## config.mk

```make
export PLATFORM = sky130hd
export DESIGN_NAME = four_digit_segment_display_feeder
export DESIGN_NICKNAME = d
export VERILOG_FILES = /design/src/fdsf_pkg.sv /design/src/four_digit_segment_display_feeder.sv /design/src/fdsf_digits.sv
export SDC_FILE = /design/constraint.sdc
export NUM_CORES = 1
export LEC_CHECK = 0
export BUFFER_PORTS_ARGS = -buffer_cell sky130_fd_sc_hd__buf_2
export CAP_MARGIN = 20
export CORE_MARGIN = 2
export CORE_UTILIZATION = 65
export DETAILED_ROUTE_END_ITERATION = 8
export HOLD_SLACK_MARGIN = 0.08
export PLACE_DENSITY = 0.95
export SYNTH_ARGS = -nofsm -noshare
export SYNTH_HDL_FRONTEND = slang
export SYNTH_SLANG_ARGS = --single-unit
```

## constraint.sdc

```tcl
create_clock -name clk -period 8.6 [get_ports clk]
set_clock_uncertainty 0.05 [all_clocks]
set_input_delay 1.72 -clock clk [delete_from_list [all_inputs] [get_ports clk]]
set_output_delay 1.72 -clock clk [all_outputs]
set_load 0.1 [all_outputs]
```

## src/fdsf_pkg.sv

```systemverilog
// Shared constants, types and functions for the segment display feeder.
package fdsf_pkg;

	// Number of decimal digits shown
	localparam int unsigned DIGIT_COUNT = 4;

	// Power of ten, worked out at elaboration
	function automatic longint unsigned pow10(input int unsigned n);
		longint unsigned r;
		r = 64'd1;
		for (int unsigned i = 0; i < n; i++) begin
			r = r * 64'd10;
		end
		return r;
	endfunction

	localparam longint unsigned LIMIT      = pow10(DIGIT_COUNT) - 64'd1;
	localparam int unsigned     NUM_W      = $clog2(LIMIT + 64'd1);
	localparam int unsigned     ITEM_COUNT = DIGIT_COUNT + 3;
	localparam int unsigned     CNT_W      = $clog2(ITEM_COUNT);
	localparam int unsigned     BR_W       = 3;

	// Command bytes of the two-wire controller
	localparam logic [7:0] CMD_DATA = 8'h40;
	localparam logic [7:0] CMD_ADDR = 8'hC0;
	localparam logic [7:0] CMD_CTRL = 8'h88;

	// Byte slots within one frame group
	localparam logic [CNT_W-1:0] SLOT_DATA  = CNT_W'(0);
	localparam logic [CNT_W-1:0] SLOT_ADDR  = CNT_W'(1);
	localparam logic [CNT_W-1:0] SLOT_LSEG  = CNT_W'(DIGIT_COUNT + 1);
	localparam logic [CNT_W-1:0] SLOT_CTRL  = CNT_W'(DIGIT_COUNT + 2);

	typedef logic [DIGIT_COUNT-1:0][7:0] seg_bytes_t;

	// Seven-segment pattern, bit 0 = segment a, decimal point off
	function automatic logic [7:0] seg_of(input logic [3:0] digit);
		logic [7:0] s;
		case (digit)
			4'd0: s = 8'h3f;
			4'd1: s = 8'h06;
			4'd2: s = 8'h5b;
			4'd3: s = 8'h4f;
			4'd4: s = 8'h66;
			4'd5: s = 8'h6d;
			4'd6: s = 8'h7d;
			4'd7: s = 8'h07;
			4'd8: s = 8'h7f;
			4'd9: s = 8'h6f;
			default: s = 8'h00;
		endcase
		return s;
	endfunction

endpackage

```

## src/four_digit_segment_display_feeder.sv

```systemverilog
// Top level: clamps a number, converts it to segment bytes and emits the framed byte stream.
// Order: a start transfer is registered in stage 1 and moves to stage 2 once it is free;
// the first byte is then on the ports and the rest follow one per cycle, DIGIT_COUNT + 3
// bytes (seven). The next number is taken and converted while the previous one is still
// being emitted.
// Reset: arst_n clears all control state and sets brightness to 7; the receiver cannot stall.
module four_digit_segment_display_feeder (
	input  logic                       clk,
	input  logic                       arst_n,
	input  logic                       start,
	output logic                       busy,
	input  logic signed [31:0]         value,
	input  logic                       cfg_valid,
	output logic                       cfg_ready,
	input  logic [fdsf_pkg::BR_W-1:0]  cfg_data,
	output logic                       strobe,
	output logic [7:0]                 byte_value,
	output logic                       start_before,
	output logic                       stop_after,
	output logic                       last
);
	import fdsf_pkg::*;

	logic [BR_W-1:0]  brightness_q;
	logic             valid_s1;
	logic [NUM_W-1:0] num_s1;
	logic             valid_s2;
	seg_bytes_t       seg_s2;
	logic [CNT_W-1:0] cnt_q;

	logic             accept;
	logic             s2_free;
	logic             advance;
	logic [NUM_W-1:0] num_clamped;
	seg_bytes_t       seg_next;

	// Brightness register, always writable
	assign cfg_ready = 1'b1;

	always_ff @(posedge clk or negedge arst_n) begin
		if (!arst_n) begin
			brightness_q <= BR_W'(7);
		end else if (cfg_valid && cfg_ready) begin
			brightness_q <= cfg_data;
		end
	end

	// Flow control between the input stage and the emitter
	assign s2_free = !valid_s2 || (cnt_q == SLOT_CTRL);
	assign advance = valid_s1 && s2_free;
	assign busy    = valid_s1 && !s2_free;
	assign accept  = start && !busy;

	// Saturate to 0 .. LIMIT
	always_comb begin
		if (value[31]) begin
			num_clamped = '0;
		end else if (32'(value) > 32'(LIMIT)) begin
			num_clamped = NUM_W'(LIMIT);
		end else begin
			num_clamped = NUM_W'(value);
		end
	end

	// Stage 1: clamped number
	always_ff @(posedge clk or negedge arst_n) begin
		if (!arst_n) begin
			valid_s1 <= 1'b0;
		end else if (accept) begin
			valid_s1 <= 1'b1;
		end else if (advance) begin
			valid_s1 <= 1'b0;
		end
	end

	always_ff @(posedge clk) begin
		if (accept) begin
			num_s1 <= num_clamped;
		end
	end

	fdsf_digits u_digits (
		.num (num_s1),
		.seg (seg_next)
	);

	// Stage 2: segment bytes and the byte counter
	always_ff @(posedge clk or negedge arst_n) begin
		if (!arst_n) begin
			valid_s2 <= 1'b0;
			cnt_q    <= '0;
		end else if (advance) begin
			valid_s2 <= 1'b1;
			cnt_q    <= '0;
		end else if (valid_s2) begin
			if (cnt_q == SLOT_CTRL) begin
				valid_s2 <= 1'b0;
				cnt_q    <= '0;
			end else begin
				cnt_q <= cnt_q + CNT_W'(1);
			end
		end
	end

	// Segment bytes shift out most significant digit first
	always_ff @(posedge clk) begin
		if (advance) begin
			seg_s2 <= seg_next;
		end else if (valid_s2 && cnt_q > SLOT_ADDR && cnt_q <= SLOT_LSEG) begin
			seg_s2 <= seg_s2 >> 8;
		end
	end

	// Byte selection by slot
	assign strobe = valid_s2;

	always_comb begin
		byte_value   = seg_s2[0];
		start_before = 1'b0;
		stop_after   = (cnt_q == SLOT_LSEG);
		last         = 1'b0;
		if (cnt_q == SLOT_DATA) begin
			byte_value   = CMD_DATA;
			start_before = 1'b1;
			stop_after   = 1'b1;
		end else if (cnt_q == SLOT_ADDR) begin
			byte_value   = CMD_ADDR;
			start_before = 1'b1;
			stop_after   = 1'b0;
		end else if (cnt_q == SLOT_CTRL) begin
			byte_value   = CMD_CTRL | 8'(brightness_q);
			start_before = 1'b1;
			stop_after   = 1'b1;
			last         = 1'b1;
		end
	end

endmodule

```

## src/fdsf_digits.sv

```systemverilog
// Splits a clamped number into decimal digits and maps them to segment patterns.
module fdsf_digits (
	input  logic [fdsf_pkg::NUM_W-1:0] num,
	output fdsf_pkg::seg_bytes_t       seg
);
	import fdsf_pkg::*;

	// quo[i] = num / 10^i
	logic [NUM_W-1:0] quo [0:DIGIT_COUNT];

	assign quo[0]           = num;
	assign quo[DIGIT_COUNT] = '0;

	// Division by each power of ten as a reciprocal multiply, all in parallel
	for (genvar gi = 1; gi < DIGIT_COUNT; gi++) begin : g_div
		localparam longint unsigned DIV = pow10(gi);
		localparam int unsigned     SH  = NUM_W + $clog2(DIV) + 1;
		localparam longint unsigned MUL = ((64'd1 << SH) + DIV - 64'd1) / DIV;
		localparam int unsigned     MW  = SH - $clog2(DIV) + 2;
		localparam int unsigned     PW  = NUM_W + MW;

		logic [PW-1:0] prod;

		assign prod    = PW'(num) * PW'(MUL);
		assign quo[gi] = NUM_W'(prod >> SH);
	end

	// Digit = quotient minus ten times the next quotient; most significant first
	for (genvar gi = 0; gi < DIGIT_COUNT; gi++) begin : g_dig
		logic [NUM_W-1:0] tens;
		logic [3:0]       digit;

		assign tens  = NUM_W'({quo[gi+1], 3'b000}) + NUM_W'({quo[gi+1], 1'b0});
		assign digit = 4'(quo[gi] - tens);
		assign seg[DIGIT_COUNT-1-gi] = seg_of(digit);
	end

endmodule
```

==> summary.md <==
| Metric | Value |
|---|---|
| Min-Delay Path Depth | `2` |
| Synthesized Nets | `1657` |
| Placer Congestion | `0.9938` |
| Most instantiated library cell after synthesis | `inv_1` |
| CP Class | `reg -> reg` |
| Total track usage | `0.3214` |
| DR iter-0 viols | `718` |
| Clock buffer depth | `2` |
| Sink Count | `50` |
| Status | `finished clean` |
| Io pins | `53` |
| Post-synthesis adder-cell area fraction | `0.5304` |
| Ys Warns | `0` |
| Nets | `1705` |
| Post-synth top area share | `0.2923` |
| Worst slew pin tran | `843.2 ps` |
| Maximum fanout along the worst path | `11` |
| R2r endpoint | `seg_s2[8]` |
| Vias in the first global route | `9519` |
| First-pass iteration count of the detailed router | `5` |
| Unrepaired setup endpoints after global routing | `false` |
| Synth Area in Compound Gates | `0.1066` |
| Xor/xnor share of the synthesized area | `0.03399` |
| Commonest cells post-synth | `312 x inv_1, 270 x ha_1, 137 x fa_1` |
| Hold wc startpoint | `seg_s2[14]` |
| Maxcap violations | `0` |
| Synth Register Bits | `50` |
| Min Tclk post-route | `7818 ps` |
| Root buffer cell | `clkbuf_16` |
| CORE AREA | `0.01736 mm²` |
| # H-tree levels | `2` |
| CTS Buf Count | `5` |
| Final setup violation count | `0` |
| Setup TNS | `0 ps` |
| Slew HR | `0.4379` |
| Mapped Cells | `1211` |
| Area growth syn-to-layout | `6.084%` |
| Clk_lat worst skew | `310 ps` |
| Setup crit end kind | `flip-flop` |
| Multiplexer area fraction after synthesis | `0.006495` |
| EDFF count, synth | `42` |
| Row cnt | `48` |
| Synthesized area | `0.01156 mm²` |
| Worst-path clk slew | `80 ps` |
| Antenna cell count | `0` |
| Post-DP HPWL | `23.84 mm` |
| Total wire length | `28.71 mm` |
| Critical Path Source Type | `flip-flop` |
| Post-synth ARST share | `0.1600` |
| Largest net degree at the start of global routing | `36` |
| CTS tree | `done` |
| Worst R2R Start | `num_s1[6]` |
| Leading area contributor after synthesis | `ha_1` |
| Post-DR vias/cell | `6.079` |
| Syn avg cell area | `9.545 µm²` |
| Primary FF master, synth | `edfxtp_1` |
| Max frequency | `0.1279 GHz` |
| WP data required | `8620 ps` |
| Initial antenna violation count | `0` |
| # port buffers | `51` |
| Total number of vias | `9027` |
| Die Ht | `137.4 µm` |
| Final hold violation count | `0` |
| Worst reg-to-reg setup slack | `780 ps` |
| Final Cycle Share | `0.9091` |
| Post-Synth Simple-Gate Area | `0.08746` |
| R2R depth | `25` |
| Hold/Removal Path Class | `reg -> reg` |
| Antenna Nets Post-Route | `0` |
| GRT overflow | `0` |
| Fin. max-slew vios | `0` |
| CTS Hold Bufs | `0` |
| WHS Endpoint | `seg_s2[6]` |
| Drt wl/cell | `19.33 µm` |
| Post CTS Setup Buffer Count | `0` |
| Die Width | `137.4 µm` |
| Worst EP arrival | `7840 ps` |
| Share of cells above drive strength 1 | `0.08016` |
| First-pass GRT wire length | `46.14 mm` |
| Initial core utilization | `0.6659` |
| Top area cells in the synthesized netlist | `ha_1 29%, fa_1 24%, edfxtp_1 11%, inv_1 10%, nor2_1 2.1%` |
| CTS resizes | `0` |
| Residual DRC | `0` |
| Main combinational cell family by area after synthesis | `adder cells` |
| Post-synth cell types | `83` |
| Sequential area share after synthesis | `0.1268` |
| DIE AREA | `0.01887 mm²` |
flip-flops by register name, summed over array words and instances (netlist names):
signal / cells
valid_s1: 1
brightness_q: 3
seg_s2: 28
cnt_q: 3
num_s1: 14
strobe: 1
stage by stage:
step	instances	cell area (µm²)	utilization	setup slack, ps	hold slack [ps]
6_report	1485	12260	0.7065	781.7	483.2
5_1_grt	1485	12260	0.7065	452.4	491.6
4_1_cts	1483	12210	0.7033	865.1	483.3
3_5_place_dp	1475	12050	0.6944	931.0	462.6
3_3_place_gp	1475	12050	0.6944	1174	458.0
2_1_floorplan	1211	11560	-	1465	444.1
area by class of cell:
type | count | area, µm²
multi-input cells | 832 | 8846
inverters | 313 | 1175
flip-flops and latches | 50 | 1465
well taps | 225 | 281.5
fillers | 1161 | 5095
repair buffers | 57 | 340.3
clock buffers | 5 | 125.1
clock inverters | 3 | 28.78
critical path: stages, from the launching register on:
cell and delay (ps):
edfxtp_1 790, inv_1 330, ha_1 440, inv_1 60, ha_1 350, inv_1 80
fa_1 510, inv_1 50, ha_1 290, ha_1 310, fa_1 490, ha_1 350
nand4_1 110, nor2_1 260, a41oi_2 220, a21o_2 310, nand3b_1 110, xor2_1 440
ha_1 290, xnor2_1 150, xnor2_1 150, xnor2_1 160, xnor3_2 400, xnor2_2 470
mux2i_1 200, a21o_1 200
routing by layer:
metal / up-vias / track usage / part of all wire
li1: 4089 / - / -
met1: 4335 / 0.3845 / 0.37
met2: 463 / 0.5542 / 0.49
met3: 140 / 0.04746 / 0.074
met4: 0 / 0.1810 / 0.064
met5: - / 0 / 0
how the worst max path moves through the flow:
stage / from / end / slack [ps]
6_report: num_s1[6] / seg_s2[8] / 780
5_1_grt: num_s1[13] / seg_s2[8] / 450
4_1_cts: num_s1[8] / seg_s2[18] / 870
3_5_place_dp: num_s1[3] / seg_s2[18] / 930
3_3_place_gp: num_s1[6] / seg_s2[8] / 1170
2_1_floorplan: num_s1[12] / seg_s2[22] / 1470
cells in the final DEF (no fill, tap or decap), drive strengths merged, types with 13 or more instances in the layout:
cell and count:
o21ai 41, inv 314, fa 137, xor2 13, buf 57, nand3 16, nor3 14, ha 270
xnor2 24, a21o 20, nor2 67, edfxtp 42, nand2 29, a21oi 45
cells by family (layout without fill, tap and decap cells):
logic type / Yosys count / after routing
AO/OA/AOI/OAI: 178 / 178
XOR/XNOR: 39 / 39
adder cells (fa/ha/maj): 408 / 408
buffers and inverters: 329 / 378
flip-flops: 50 / 50
multiplexers: 7 / 7
other: 1 / 1
AND/OR/NAND/NOR: 199 / 199
Power is not shown: default switching activity piles up to over one toggle a cycle in this logic, so the estimate is an artifact.
